===== config.mk =====
export PLATFORM = sky130hd
export DESIGN_NAME = battery_gauge_trimmed_mean_top
export DESIGN_NICKNAME = d
export VERILOG_FILES = /design/src/sv/btgm_pkg.sv /design/src/sv/btgm_div.sv /design/src/sv/battery_gauge_trimmed_mean_top.sv
export SDC_FILE = /design/constraint.sdc
export NUM_CORES = 1
export LEC_CHECK = 0
export BUFFER_PORTS_ARGS = -buffer_cell sky130_fd_sc_hd__buf_2
export CAP_MARGIN = 20
export CORE_MARGIN = 4
export CORE_UTILIZATION = 25
export CTS_CLUSTER_DIAMETER = 40
export DETAILED_ROUTE_END_ITERATION = 10
export GPL_ROUTABILITY_DRIVEN = 0
export SETUP_SLACK_MARGIN = 0.05
export SLEW_MARGIN = 5
export SYNTH_ARGS = -nofsm -noshare
export SYNTH_HDL_FRONTEND = slang
export SYNTH_HIERARCHICAL = 1
export SYNTH_SLANG_ARGS = --single-unit

===== constraint.sdc =====
create_clock -name clk -period 4.9 [get_ports clk]
set_input_delay 1.47 -clock clk [delete_from_list [all_inputs] [get_ports clk]]
set_output_delay 1.47 -clock clk [all_outputs]
set_load 0.1 [all_outputs]

===== src/sv/btgm_pkg.sv =====
`timescale 1ns / 1ps
`default_nettype none
// ----------------------------------------------------------------------------
// btgm_pkg: shared types and constants of the battery gauge
// Field widths, register indexes, scaling constants, beat and divider structs.
// ----------------------------------------------------------------------------
package btgm_pkg;

  localparam int CODE_W     = 10;
  localparam int MV_W       = 16;
  localparam int PCT_W      = 7;
  localparam int DB_W       = 8;
  localparam int FAC_W      = 5;
  localparam int SUM_W      = 16;
  localparam int CFG_ADDR_W = 3;
  localparam int CFG_DATA_W = 16;

  localparam int DIV_N_W    = 24;
  localparam int DIV_D_W    = 16;
  localparam int DIV_CNT_W  = 5;
  localparam logic [DIV_CNT_W-1:0] DIV_STEPS = 5'd24;

  localparam logic [11:0]       FULL_SCALE_MV = 12'd3300;
  localparam logic [CODE_W-1:0] CODE_MAX      = 10'd1023;
  localparam logic [PCT_W-1:0]  PCT_MAX       = 7'd100;
  localparam logic [MV_W-1:0]   MV_MAX        = 16'hFFFF;

  // code * 3300 / 1023 as a reciprocal multiply: ceil(2^32 / 1023)
  localparam int MV_PROD_W = 22;
  localparam int MV_CODE_W = 12;
  localparam int MV_RCP_W  = 23;
  localparam int MV_RCP_SH = 32;
  localparam logic [MV_RCP_W-1:0] MV_RCP = 23'd4198405;

  localparam logic [MV_W-1:0]  EMPTY_MV_RST = 16'd3300;
  localparam logic [MV_W-1:0]  FULL_MV_RST  = 16'd4200;
  localparam logic [DB_W-1:0]  DEADBAND_RST = 8'd5;
  localparam logic [FAC_W-1:0] FACTOR_RST   = 5'd2;

  typedef enum logic [CFG_ADDR_W-1:0] {
    CFG_EMPTY_MV  = 3'd0,
    CFG_FULL_MV   = 3'd1,
    CFG_DEADBAND  = 3'd2,
    CFG_FACTOR    = 3'd3,
    CFG_REPORT_EN = 3'd4
  } cfg_idx_t;

  typedef struct packed {
    logic [CODE_W-1:0] adc_sample;
    logic              usb_powered;
  } btgm_in_t;

  typedef struct packed {
    logic [CODE_W-1:0] filtered_code;
    logic [MV_W-1:0]   battery_mv;
    logic [PCT_W-1:0]  percent;
    logic              report;
  } btgm_out_t;

  typedef struct packed {
    logic               valid;
    logic [DIV_N_W-1:0] dividend;
    logic [DIV_D_W-1:0] divisor;
  } div_req_t;

  typedef struct packed {
    logic               done;
    logic [DIV_N_W-1:0] quotient;
  } div_rsp_t;

endpackage
`default_nettype wire


===== src/sv/btgm_div.sv =====
`timescale 1ns / 1ps
`default_nettype none
// ----------------------------------------------------------------------------
// btgm_div: restoring divider, one quotient bit per cycle
// Loads on req.valid, runs DIV_STEPS steps, pulses rsp.done with the quotient.
// ----------------------------------------------------------------------------
module btgm_div import btgm_pkg::*; (
  input  logic     clk,
  input  logic     rst,
  input  div_req_t req,
  output div_rsp_t rsp
);

  logic [DIV_CNT_W-1:0] cnt;
  logic [DIV_D_W-1:0]   rem;
  logic [DIV_D_W-1:0]   dvsr;
  logic [DIV_N_W-1:0]   dvd;
  logic                 done;
  logic [DIV_D_W:0]     trial;
  logic                 fits;

  assign trial = {rem, dvd[DIV_N_W-1]};
  assign fits  = trial >= {1'b0, dvsr};

  always_ff @(posedge clk) begin
    if (rst) begin
      cnt  <= '0;
      done <= 1'b0;
    end else begin
      done <= 1'b0;
      if (req.valid) begin
        cnt  <= DIV_STEPS;
        rem  <= '0;
        dvsr <= req.divisor;
        dvd  <= req.dividend;
      end else if (cnt != '0) begin
        cnt <= cnt - 1'b1;
        if (fits) begin
          rem <= DIV_D_W'(trial - {1'b0, dvsr});
          dvd <= {dvd[DIV_N_W-2:0], 1'b1};
        end else begin
          rem <= trial[DIV_D_W-1:0];
          dvd <= {dvd[DIV_N_W-2:0], 1'b0};
        end
        if (cnt == DIV_CNT_W'(1)) begin
          done <= 1'b1;
        end
      end
    end
  end

  assign rsp.done     = done;
  assign rsp.quotient = dvd;

endmodule
`default_nettype wire


===== src/sv/battery_gauge_trimmed_mean_top.sv =====
`timescale 1ns / 1ps
`default_nettype none
// ----------------------------------------------------------------------------
// battery_gauge_trimmed_mean_top: trimmed-mean battery gauge with deadband
//
// Input: one ADC beat (item) is taken on a clock edge with start high and busy
// low. Samples inside a burst give no result and leave busy low.
// The last sample of a burst of SAMPLES starts a short sequencer: trimmed
// average by reciprocal multiply, deadband, code to millivolts, divider
// factor, then millivolts to percent on a restoring divider (one quotient
// bit per cycle, 24 steps). Busy stays high through the sequencer and the
// divider; the divider is skipped when the percent needs no division (USB
// power, or voltage at or outside the empty..full bounds).
// Output: result is valid for exactly one cycle with done high, the first
// cycle with busy low again; the receiver cannot stall it.
// Config: cfg_we writes cfg_wdata to register cfg_addr; write
// only while busy is low. Unused indexes are ignored.
// Reset (rst, synchronous): registers take their defaults, the held code
// and the burst accumulators clear.
// ----------------------------------------------------------------------------
module battery_gauge_trimmed_mean_top import btgm_pkg::*; #(
  parameter int SAMPLES = 10
) (
  input  logic                  clk,
  input  logic                  rst,
  input  logic                  start,
  output logic                  busy,
  input  btgm_in_t              item,
  output logic                  done,
  output btgm_out_t             result,
  input  logic                  cfg_we,
  input  logic [CFG_ADDR_W-1:0] cfg_addr,
  input  logic [CFG_DATA_W-1:0] cfg_wdata
);

  localparam int CNT_W = $clog2(SAMPLES);
  localparam logic [CNT_W:0]     LAST_CNT = (CNT_W+1)'(SAMPLES);
  // trimmed sum / (SAMPLES-2) as a reciprocal multiply, exact for 16-bit sums
  localparam int AVG_D  = SAMPLES - 2;
  localparam int AVG_SH = SUM_W + $clog2(AVG_D);
  localparam logic [SUM_W:0] AVG_RCP =
    (SUM_W+1)'(((64'd1 << AVG_SH) + 64'(AVG_D) - 64'd1) / 64'(AVG_D));

  typedef enum logic [8:0] {
    S_IDLE  = 9'b0_0000_0001,
    S_AVG   = 9'b0_0000_0010,
    S_HOLD  = 9'b0_0000_0100,
    S_PROD  = 9'b0_0000_1000,
    S_MV    = 9'b0_0001_0000,
    S_SCALE = 9'b0_0010_0000,
    S_PCT   = 9'b0_0100_0000,
    S_PCT_W = 9'b0_1000_0000,
    S_OUT   = 9'b1_0000_0000
  } state_t;

  state_t state;

  logic [MV_W-1:0]   empty_mv;
  logic [MV_W-1:0]   full_mv;
  logic [DB_W-1:0]   deadband;
  logic [FAC_W-1:0]  factor;
  logic              report_en;

  logic [CNT_W-1:0]  count;
  logic [SUM_W-1:0]  sum;
  logic [CODE_W-1:0] largest;
  logic [CODE_W-1:0] smallest;
  logic [CODE_W-1:0] held;
  logic [CODE_W-1:0] avg;
  logic [MV_PROD_W-1:0] prod;
  logic [MV_CODE_W-1:0] code_mv;
  logic [MV_W-1:0]   mv;
  logic [PCT_W-1:0]  pct;
  logic              usb;

  div_req_t div_req;
  div_rsp_t div_rsp;

  logic              accept;
  logic              last;
  logic [SUM_W-1:0]  trim;
  logic [2*SUM_W:0]  avg_prod;
  logic [CODE_W-1:0] avg_code;
  logic [MV_PROD_W-1:0] code_prod;
  logic [MV_PROD_W+MV_RCP_W-1:0] rcp_prod;
  logic [22:0]       pct_prod;
  logic [MV_W-1:0]   span;
  logic              pct_div;
  logic signed [11:0] avg_s;
  logic signed [11:0] hi_s;
  logic signed [11:0] lo_s;
  logic              move;
  logic [16:0]       scaled;

  assign busy   = state != S_IDLE;
  assign accept = start && !busy;
  assign last   = ({1'b0, count} + 1'b1) >= LAST_CNT;

  assign trim     = sum - SUM_W'(largest) - SUM_W'(smallest);
  assign avg_prod = {{(SUM_W+1){1'b0}}, trim} * {{SUM_W{1'b0}}, AVG_RCP};
  assign avg_code = CODE_W'(avg_prod >> AVG_SH);

  assign code_prod = {12'b0, held} * {10'b0, FULL_SCALE_MV};
  assign rcp_prod  = {{MV_RCP_W{1'b0}}, prod} * {{MV_PROD_W{1'b0}}, MV_RCP};
  assign scaled    = {5'b0, code_mv} * {12'b0, factor};

  assign pct_prod  = {7'b0, MV_W'(mv - empty_mv)} * {16'b0, PCT_MAX};
  assign span      = full_mv - empty_mv;
  assign pct_div   = !usb && (mv < full_mv) && (mv > empty_mv);

  assign avg_s = $signed({2'b00, avg});
  assign hi_s  = $signed({2'b00, held}) + $signed({4'b0000, deadband});
  assign lo_s  = $signed({2'b00, held}) - $signed({4'b0000, deadband});
  assign move  = (avg_s > hi_s) || (avg_s < lo_s);

  always_comb begin
    div_req = '0;
    case (state)
      S_PCT: begin
        div_req.valid    = pct_div;
        div_req.dividend = DIV_N_W'(pct_prod);
        div_req.divisor  = span;
      end
      default: begin
        div_req = '0;
      end
    endcase
  end

  btgm_div u_div (
    .clk (clk),
    .rst (rst),
    .req (div_req),
    .rsp (div_rsp)
  );

  always_ff @(posedge clk) begin
    if (rst) begin
      state     <= S_IDLE;
      empty_mv  <= EMPTY_MV_RST;
      full_mv   <= FULL_MV_RST;
      deadband  <= DEADBAND_RST;
      factor    <= FACTOR_RST;
      report_en <= 1'b0;
      count     <= '0;
      sum       <= '0;
      largest   <= '0;
      smallest  <= CODE_MAX;
      held      <= '0;
      done      <= 1'b0;
    end else begin
      done <= 1'b0;
      if (cfg_we) begin
        case (cfg_addr)
          CFG_EMPTY_MV:  empty_mv  <= cfg_wdata;
          CFG_FULL_MV:   full_mv   <= cfg_wdata;
          CFG_DEADBAND:  deadband  <= cfg_wdata[DB_W-1:0];
          CFG_FACTOR:    factor    <= cfg_wdata[FAC_W-1:0];
          CFG_REPORT_EN: report_en <= cfg_wdata[0];
          default: begin
          end
        endcase
      end
      case (state)
        S_IDLE: begin
          if (accept) begin
            sum <= sum + SUM_W'(item.adc_sample);
            if (item.adc_sample > largest) largest <= item.adc_sample;
            if (item.adc_sample < smallest) smallest <= item.adc_sample;
            usb <= item.usb_powered;
            if (last) begin
              state <= S_AVG;
            end else begin
              count <= count + 1'b1;
            end
          end
        end
        S_AVG: begin
          avg   <= avg_code;
          state <= S_HOLD;
        end
        S_HOLD: begin
          if (move) held <= avg;
          state <= S_PROD;
        end
        S_PROD: begin
          prod  <= code_prod;
          state <= S_MV;
        end
        S_MV: begin
          code_mv <= rcp_prod[MV_RCP_SH +: MV_CODE_W];
          state   <= S_SCALE;
        end
        S_SCALE: begin
          mv    <= scaled[16] ? MV_MAX : scaled[MV_W-1:0];
          state <= S_PCT;
        end
        S_PCT: begin
          if (pct_div) begin
            state <= S_PCT_W;
          end else begin
            pct   <= (usb || mv >= full_mv) ? PCT_MAX : '0;
            state <= S_OUT;
          end
        end
        S_PCT_W: begin
          if (div_rsp.done) begin
            pct   <= div_rsp.quotient[PCT_W-1:0];
            state <= S_OUT;
          end
        end
        S_OUT: begin
          done                 <= 1'b1;
          result.filtered_code <= held;
          result.battery_mv    <= mv;
          result.percent       <= pct;
          result.report        <= report_en && !usb;
          count                <= '0;
          sum                  <= '0;
          largest              <= '0;
          smallest             <= CODE_MAX;
          state                <= S_IDLE;
        end
        default: state <= S_IDLE;
      endcase
    end
  end

endmodule
`default_nettype wire


**Word level (Yosys, flattened, before mapping)**

Index checks and enable logic that the tools add are counted.
Widths: inputs -> output; s select.

- Register bits: 268
- Output and inout bits: 36
- Logic and storage cells: 141

- $add $sub $neg: 11
- Multiply operators: 4
- $lt $le $gt $ge: 9
- Equality and inequality tests: 22
- Multiplexer cells: 30
- Bitwise gates (word level): 2
- Reductions and logical operators: 35

Operator list:

| kind | number |
|---|---|
| $pmux 9 s8 | 1 |
| $mux 16 | 3 |
| $mux 24 | 2 |
| $sub 16x16->16 | 3 |
| $mul 20x23->42 const B | 1 |
| $mux 41 | 1 |
| $mux 10 | 4 |
| $pmux 10 s2 | 2 |
| $mux 9 | 4 |
| $pmux 16 s2 | 1 |
| $reduce_and 2->1 | 14 |
| $sub 13x10->13 | 2 |
| $mul 16x5->21 const B | 1 |
| $mux 7 | 3 |
| $mul 10x10->20 const B | 1 |
| $ge 17x16->1 | 1 |
| $mul 12x5->17 | 1 |
| $add 16x10->16 | 1 |
| $ge 16x16->1 | 1 |
| $gt 16x16->1 | 1 |
| $lt 16x16->1 | 1 |
| $reduce_and 3->1 | 5 |
| $pmux 7 s2 | 1 |
| $ne 2x2->1 const B | 6 |
| 39 further kinds | 52 |

**Longest topological paths before layout**

Gate-level depths: netlist (run 1).

- Word-level depth: 6
- Gate-level depth with buffers: 27
- Mapped depth without buffers: 27

**Cells and area by module**

Netlist (run 1), hierarchy kept.

By module, submodules not included:

| module | instances | cells an instance | area an instance (um2) | sequential area each (um2) |
|---|---|---|---|---|
| battery_gauge_trimmed_mean_top | 1 | 2004 | 19094.6 | 5064.9 |
| btgm_div | 1 | 276 | 3350.7 | 1801.7 |

**Worst setup path before layout (run 1)**

Ideal clock, no wire load.

- Path type: reg2reg
- From: register empty_mv[1]
- To: register u_div.dvd[21] (data pin)
- Data arrival time: 5080 ps
- Setup slack: -440 ps
- Stages on the path, launching flop included: 26
- Buffers on the path: 0
- Clock period less this slack: 5340 ps
- Cell sequence: dfxtp_1 > inv_1 > ha_1 > nor2b_1 > o21ai_0 > a21boi_1 > o21ai_0 > a21oi_1 > a21o_1 > a21oi_1 > xnor2_1 > ha_1 > ha_1 > inv_1 > fa_1 > inv_1 > ha_1 > nand3_1 > o31ai_1 > nor4_2 > o41ai_1 > a21o_1 > a21oi_1 > xnor2_1 > nor2b_1 > mux2_2

RTL lines:

| what | RTL line | RTL |
|---|---|---|
| from (decl) | battery_gauge_trimmed_mean_top.sv:58 | `logic [MV_W-1:0] empty_mv;` |
| from (signal assigned) | battery_gauge_trimmed_mean_top.sv:155 | `CFG_EMPTY_MV: empty_mv <= cfg_wdata;` |
| to (signal assigned) | btgm_div.sv:35 | `dvd <= req.dividend;` |
| to (signal assigned) | btgm_div.sv:40 | `dvd <= {dvd[DIV_N_W-2:0], 1'b1};` |
| to (signal assigned) | btgm_div.sv:43 | `dvd <= {dvd[DIV_N_W-2:0], 1'b0};` |
| to (decl) | btgm_div.sv:17 | `logic [DIV_N_W-1:0] dvd;` |

==> results of run 1 <==
[per-layer routing]
| metal | global-route usage [%] | routed length [um] | up-vias |
|---|---|---|---|
| li1 | - | - | 8375 |
| met1 | 14.1 | 23800 | 7943 |
| met2 | 18.6 | 24400 | 234 |
| met3 | 2.15 | 2420 | 63 |
| met4 | 2.41 | 897 | 4 |
| met5 | 0 | 27 | - |
[cells in the mapped netlist, types with 5 or more instances]
| master | number | area share (%) |
|---|---|---|
| ha_1 | 425 | 24 |
| inv_1 | 294 | 4.9 |
| nand2_1 | 166 | 2.8 |
| nor2_1 | 162 | 2.7 |
| edfxtp_1 | 156 | 21 |
| a21oi_1 | 132 | 2.9 |
| dfxtp_1 | 109 | 9.7 |
| fa_1 | 89 | 7.9 |
| xnor2_1 | 83 | 3.2 |
| o21ai_0 | 54 | 1.2 |
| a21o_1 | 48 | 1.6 |
| and2_1 | 43 | 1.2 |
| xor2_1 | 42 | 1.6 |
| clkbuf_1 | 37 | 0.62 |
| nor3_1 | 35 | 0.78 |
| mux2i_1 | 33 | 1.5 |
| nand3_1 | 32 | 0.71 |
| nor2b_1 | 32 | 0.89 |
| o21bai_1 | 25 | 0.84 |
| mux2_2 | 24 | 1.2 |
| nand2b_1 | 22 | 0.61 |
| a211oi_1 | 21 | 0.70 |
| o21a_1 | 21 | 0.70 |
| nand4_1 | 18 | 0.50 |
| a211o_1 | 14 | 0.55 |
| or3_1 | 12 | 0.33 |
| nor2_2 | 9 | 0.25 |
| or2_2 | 8 | 0.22 |
| a31o_2 | 7 | 0.27 |
| and3_1 | 6 | 0.17 |
| a41oi_1 | 5 | 0.20 |
| and4_1 | 5 | 0.20 |
| nand3b_1 | 5 | 0.17 |
| nor3b_1 | 5 | 0.17 |
| o31ai_1 | 5 | 0.17 |
[stage by stage]
stage	instances	hold WS, ns
final	3718	0.414
after CTS	3703	0.420
after floorplan	2282	0.400
after global routing	3715	0.424
after global placement	3596	0.405
after detailed placement	3596	0.405
[worst min path at each step]
stage                               end  slack [ns]  cells past startpoint
floorplan           result[1]$_DFFE_PP_        0.40                      0
global placement    result[7]$_DFFE_PP_        0.41                      0
finish              result[5]$_DFFE_PP_        0.41                      0
global route        result[5]$_DFFE_PP_        0.42                      0
detailed placement  result[5]$_DFFE_PP_        0.40                      0
CTS                 result[6]$_DFFE_PP_        0.42                      0
[power by group through the flow]
stage	registers, uW	logic (uW)	clock network [uW]
2_1_floorplan	2780	1560	0
3_3_place_gp	2810	1980	0
3_5_place_dp	2810	2010	0
4_1_cts	2770	2120	3360
5_1_grt	2790	2460	3470
6_report	2770	2180	3260
[cells by family (layout without fill, tap and decap cells)]
family / Yosys count / after routing / share of synthesized area (%)
compound gates: 391 / 391 / 11.6
buf+inv: 343 / 611 / 5.95
fa+ha+maj: 514 / 514 / 31.6
xor+xnor: 126 / 126 / 4.95
flops: 265 / 265 / 30.6
mux: 57 / 57 / 2.68
other cells: 1 / 6 / 0.0167
simple gates: 583 / 583 / 12.6
[flip-flops by register name, indices dropped and copies added, names as in the netlist, 12 cells and up]
| name | cells |
|---|---|
| prod | 20 |
| u_div/dvsr | 16 |
| sum | 13 |
| u_div/rem | 16 |
| result | 34 |
| mv | 16 |
| full_mv | 16 |
| code_mv | 12 |
| empty_mv | 16 |
| u_div/dvd | 24 |
[final cells by class]
cell class	instances	area (um^2)	area share, %
multi-input combinational	1674	15000	54.2
sequential	265	6870	24.9
timing repair buffer	226	1570	5.68
tap	1165	1460	5.28
clock buffer	54	1290	4.66
inverter	294	1100	4.00
clock inverter	37	339	1.23
antenna	3	7.51	0.0272
[timing repair]
action                                  CTS  global route
buffers inserted                         19            12
pin swaps                                53            46
endpoints found under the setup margin   14            32
gates resized for setup                  45            56
gates cloned                              0             0
==> impl_metrics.env, run 1 <==
export IMPL_place_ws_ns=-0.348
export IMPL_worst_slew_pin_slew_ns=1.04
export IMPL_wl_per_cell_um=13.9
export IMPL_via_per_inst=4.47
export IMPL_drt_iter0_markers=758
export IMPL_r2r_start="mv[1]$_SDFFCE_PP1P_"
export IMPL_final_cell_mix="ha_1, inv_1, nand2_1"
export IMPL_nets=3058
export IMPL_grt_pass1_vias=16590
export IMPL_path_depth=26
export IMPL_r2r_end="u_div/dvd[22]$_DFFE_PP_"
export IMPL_final_common_cell="ha_1"
export IMPL_seqPwrFrac_pct=33.7
export IMPL_cts_root_buf="clkbuf_16"
export IMPL_status="complete, but fails checks"
export IMPL_violations="setup timing"
export IMPL_synthesis_area_um2=22400
export IMPL_grt_first_pass_wirelength_mm=84.1
export IMPL_cts_made_buffers=49
export IMPL_cts_hold_fix_buffers=0
export IMPL_end_kind="flip-flop"
export IMPL_ys_seq_elements=265
export IMPL_startpoint_type="flip-flop"
export IMPL_rsz0062_at_grt="yes"
export IMPL_worstSetupPathType="reg -> reg"
export IMPL_vias=16619
export IMPL_area_delta_synth_final_pct=22.9
export IMPL_clock_skew_ns=0.0218
export IMPL_grt_usage_pct=10.8
export IMPL_portBuffers=69
export IMPL_drt_wl_total_mm=51.6
export IMPL_clkPwrFrac_pct=39.7
export IMPL_die_w_um=308
export IMPL_swShare_pct=30.6
export IMPL_final_setup_viol_count=6
export IMPL_grt_max_degree=51
export IMPL_crit_end="u_div/dvd[22]$_DFFE_PP_"
export IMPL_firstDrtPassIters=6
export IMPL_crit_fanout=3
export IMPL_ys_seq_area_share_pct=30.6
export IMPL_clk_latency_ns=0.57
export IMPL_io_pins=70
export IMPL_dieArea_um2=94600
export IMPL_dp_hpwl_mm=40.9
export IMPL_antenna_found_initial=6
export IMPL_ys_async_sr_fraction_pct=0
export IMPL_drive_above_1_share_pct=18.9
export IMPL_grt_ovfl_total=0
export IMPL_maxCapViolCount=0
export IMPL_p_switching_uw=2510
export IMPL_cts_tree="yes"
export IMPL_cpMostUsedCell="ha_1"
export IMPL_worstPathArrival_ns=5.43
export IMPL_p_int_uw=5700
export IMPL_combPwrFrac_pct=26.6
export IMPL_min_delay_start="pct[4]$_SDFFCE_PN0P_"
export IMPL_crit_path_max_incr_delay_ns=0.49
export IMPL_critPathRequiredTime_ns=5.23
export IMPL_fin_tns_setup_ns=-0.608
export IMPL_rrSetupSlack_ns=-0.20
export IMPL_ant_nets=0
export IMPL_peakVddDrop_uv=242
export IMPL_clkTransAtPathRegs_ns=0.06
export IMPL_die_h_um=308
export IMPL_synth_edf_count=156
export IMPL_fin_util_pct=31.1
export IMPL_hp_class="reg -> reg"
export IMPL_pwr_density_cell_nw_per_um2=298
export IMPL_clock_sinks=265
export IMPL_setup_ws_ns=-0.205
export IMPL_cts_max_path_buffers=3
export IMPL_rows=109
export IMPL_startpoint="mv[1]$_SDFFCE_PP1P_"
export IMPL_synth_cell_type_count=89
export IMPL_leakagePower_uw=0.0129
export IMPL_period_share_pct=104
export IMPL_r2r_worst_path_cells=26
export IMPL_crit_path_top_delay_cell="fa_1"
export IMPL_yosysWarningCount=6
export IMPL_start_util_pct=25.3
export IMPL_crit_buf_inv=4
export IMPL_max_slew_margin_pct=30.9
export IMPL_avgSynthCellArea_um2=9.84
export IMPL_cts_htree_levels=2
export IMPL_synth_flop_cell="edfxtp_1"
export IMPL_crit_family="adder cells"
export IMPL_slew_viol_final=0
export IMPL_postLayoutCellArea_um2=27600
export IMPL_coreArea_um2=88800
export IMPL_final_fill_count=9176
export IMPL_syn_instance_count=2280
export IMPL_total_power_uw=8220
export IMPL_drc=0
export IMPL_period_needed_ns=5.10
export IMPL_placed_area_um2=25200
export IMPL_hold_viol=0
export IMPL_max_freq_ghz=0.196
Note: power is estimated with default switching activity, not from simulation.
==> inputs of run 2 (changes only) <==
--- a/config.mk
+++ b/config.mk
@@ -8,7 +8,7 @@
 export BUFFER_PORTS_ARGS = -buffer_cell sky130_fd_sc_hd__buf_2
 export CAP_MARGIN = 20
 export CORE_MARGIN = 4
-export CORE_UTILIZATION = 25
+export CORE_UTILIZATION = 45
 export CTS_CLUSTER_DIAMETER = 40
 export DETAILED_ROUTE_END_ITERATION = 10
 export GPL_ROUTABILITY_DRIVEN = 0
==> run 2 against run 1 <==
  * The run still ends with setup timing left
  * Final area is 1.3% lower
  * Sequential share of layout area is 0.31 points higher
  * Worst setup slack lost 0.050 ns
  * Count of clock-buffer cells in the layout up 4
  * Worst hold slack gained 0.0095 ns
  * Critical endpoint unchanged
  * Via count increased by 0.92%
  * Register-to-register slack worse by 0.05 ns
  * Highest routed layer is now met4
  * Sequential power barely moved
==> impl_metrics.env, run 2 (synthesized netlist as in run 1, its figures left out) <==
export IMPL_leakagePower_uw=0.0129
export IMPL_grt_first_pass_wirelength_mm=86.2
export IMPL_crit_fanout=4
export IMPL_critPathRequiredTime_ns=5.23
export IMPL_dieArea_um2=53500
export IMPL_area_delta_synth_final_pct=21.4
export IMPL_top_register="result"
export IMPL_clock_skew_ns=0.0196
export IMPL_use_met3_pct=2.48
export IMPL_violations="setup timing"
export IMPL_top_usage_layer="met2"
export IMPL_drt_iter0_markers=654
export IMPL_antenna_found_initial=1
export IMPL_startpoint_type="flip-flop"
export IMPL_drt_wl_total_mm=52.6
export IMPL_setup_ws_ns=-0.254
export IMPL_nets=3057
export IMPL_end_kind="flip-flop"
export IMPL_r2r_worst_path_cells=27
export IMPL_cts_root_buf="clkbuf_16"
export IMPL_final_cell_mix="ha_1, inv_1, nand2_1"
export IMPL_reg_top3="result (34), u_div/dvd (24), prod (20)"
export IMPL_die_w_um=231
export IMPL_grt_max_degree=56
export IMPL_min_to="result[3]$_DFFE_PP_"
export IMPL_met2_usage_pct=34.7
export IMPL_worstSetupPathType="reg -> reg"
export IMPL_rows=81
export IMPL_grt_usage_pct=19.6
export IMPL_hp_class="reg -> reg"
export IMPL_clkTransAtPathRegs_ns=0.05
export IMPL_fin_util_pct=55.4
export IMPL_rsz0062_at_grt="yes"
export IMPL_rrSetupSlack_ns=-0.25
export IMPL_crit_buf_inv=5
export IMPL_coreArea_um2=49200
export IMPL_pwr_density_cell_nw_per_um2=313
export IMPL_wl_per_cell_um=16.3
export IMPL_r2r_start="mv[0]$_SDFFCE_PP1P_"
export IMPL_grt_pass1_vias=17305
export IMPL_cts_tree="yes"
export IMPL_max_freq_ghz=0.194
export IMPL_cts_max_path_buffers=3
export IMPL_place_ws_ns=-0.421
export IMPL_start_util_pct=45.7
export IMPL_drive_above_1_share_pct=19.4
export IMPL_clock_sinks=265
export IMPL_hold_viol=0
export IMPL_drc=0
export IMPL_vias=16772
export IMPL_worst_slew_pin_slew_ns=1.01
export IMPL_period_needed_ns=5.15
export IMPL_slew_viol_final=0
export IMPL_final_cells=3217
export IMPL_firstDrtPassIters=5
export IMPL_whs_path_depth=0
export IMPL_max_slew_margin_pct=32.4
export IMPL_portBuffers=69
export IMPL_crit_family="adder cells"
export IMPL_largest_reg_flops=34
export IMPL_r2r_end="u_div/dvd[22]$_DFFE_PP_"
export IMPL_dp_hpwl_mm=40.9
export IMPL_worstPathArrival_ns=5.49
export IMPL_final_setup_viol_count=4
export IMPL_grt_ovfl_total=0
export IMPL_via_per_inst=5.21
export IMPL_cts_htree_levels=2
export IMPL_crit_path_max_incr_delay_ns=0.49
export IMPL_cts_made_buffers=52
export IMPL_fin_tns_setup_ns=-0.662
export IMPL_crit_path_top_delay_cell="fa_1"
export IMPL_final_common_cell="ha_1"
export IMPL_grt_use_met1_pct=25.1
export IMPL_maxCapViolCount=0
export IMPL_dp_cells=3093
export IMPL_peakVddDrop_uv=247
export IMPL_die_h_um=231
export IMPL_clk_latency_ns=0.59
export IMPL_io_pins=70
export IMPL_period_share_pct=105
export IMPL_min_delay_start="pct[2]$_DFFE_PP_"
export IMPL_status="complete, but fails checks"
export IMPL_ant_nets=0
export IMPL_final_fill_count=4295
run 2: metrics by stage:
step	cell area, um^2	total power, uW	hold slack (ns)
2_1_floorplan	22600	4330	0.400
4_1_cts	26700	8560	0.427
6_report	27200	8540	0.424
5_1_grt	27200	9020	0.431
3_3_place_gp	24500	4770	0.406
3_5_place_dp	24500	4820	0.413
run 2: power breakdown:
group	internal (uW)	leakage, uW	switching, uW
Sequential	2660	0.00231	111
Clock	2220	0.000875	1370
Combinational	1040	0.00976	1140
Total	5910	0.0129	2630
run 2: worst max path at each step:
| stage | start | to | slack, ns | cells after the start |
|---|---|---|---|---|
| 4_1_cts | mv[1]$_SDFFCE_PP1P_ | u_div/dvd[22]$_DFFE_PP_ | -0.22 | 25 |
| 5_1_grt | mv[0]$_SDFFCE_PP1P_ | u_div/dvd[22]$_DFFE_PP_ | -0.47 | 27 |
| 6_report | mv[0]$_SDFFCE_PP1P_ | u_div/dvd[22]$_DFFE_PP_ | -0.25 | 27 |
| 2_1_floorplan | mv[0]$_SDFFCE_PP1P_ | u_div/dvd[22]$_DFFE_PP_ | -0.08 | 26 |
| 3_3_place_gp | prod[13]$_DFFE_PP_ | code_mv[7]$_DFFE_PP_ | -0.32 | 22 |
| 3_5_place_dp | prod[13]$_DFFE_PP_ | code_mv[7]$_DFFE_PP_ | -0.42 | 22 |
run 2: layout make-up:
class | instances | area (um^2) | share of cell area (%)
diodes | 1 | 2.50 | 0.00919
clock buffers | 58 | 1390 | 5.09
inverters | 294 | 1110 | 4.06
clock inverters | 39 | 417 | 1.53
flip-flops and latches | 265 | 6870 | 25.2
multi-input cells | 1674 | 15100 | 55.4
repair buffers | 222 | 1540 | 5.65
well taps | 664 | 831 | 3.05
run 2: worst register-to-register path, stage by stage (launching register included):
cell	delay (ns)
edfxtp_1	0.41
inv_2	0.10
ha_4	0.16
fa_2	0.20
nor2b_1	0.05
o21ai_1	0.12
nand2b_1	0.10
a21o_1	0.20
nand2_2	0.09
a21oi_4	0.08
buf_6	0.14
a221oi_4	0.28
xnor2_2	0.17
inv_2	0.08
ha_4	0.25
ha_4	0.26
inv_2	0.03
fa_1	0.49
inv_1	0.04
ha_2	0.17
or3_4	0.40
nor3_4	0.20
o31ai_2	0.11
a21o_1	0.19
a21oi_2	0.14
xor2_1	0.15
nor2_1	0.05
mux2_4	0.27
run 2: per-layer routing:
layer	wire length (um)	part of all wire [%]
met1	23600	45
met4	1340	2.6
met5	0	0
met3	1660	3.2
met2	25900	49
run 2: timing repair:
| action | CTS | global route |
|---|---|---|
| gates resized for setup | 45 | 77 |
| hold buffers | 0 | 0 |
| pin swaps | 43 | 63 |
| setup endpoints to repair | 15 | 35 |
| buffers inserted | 14 | 13 |
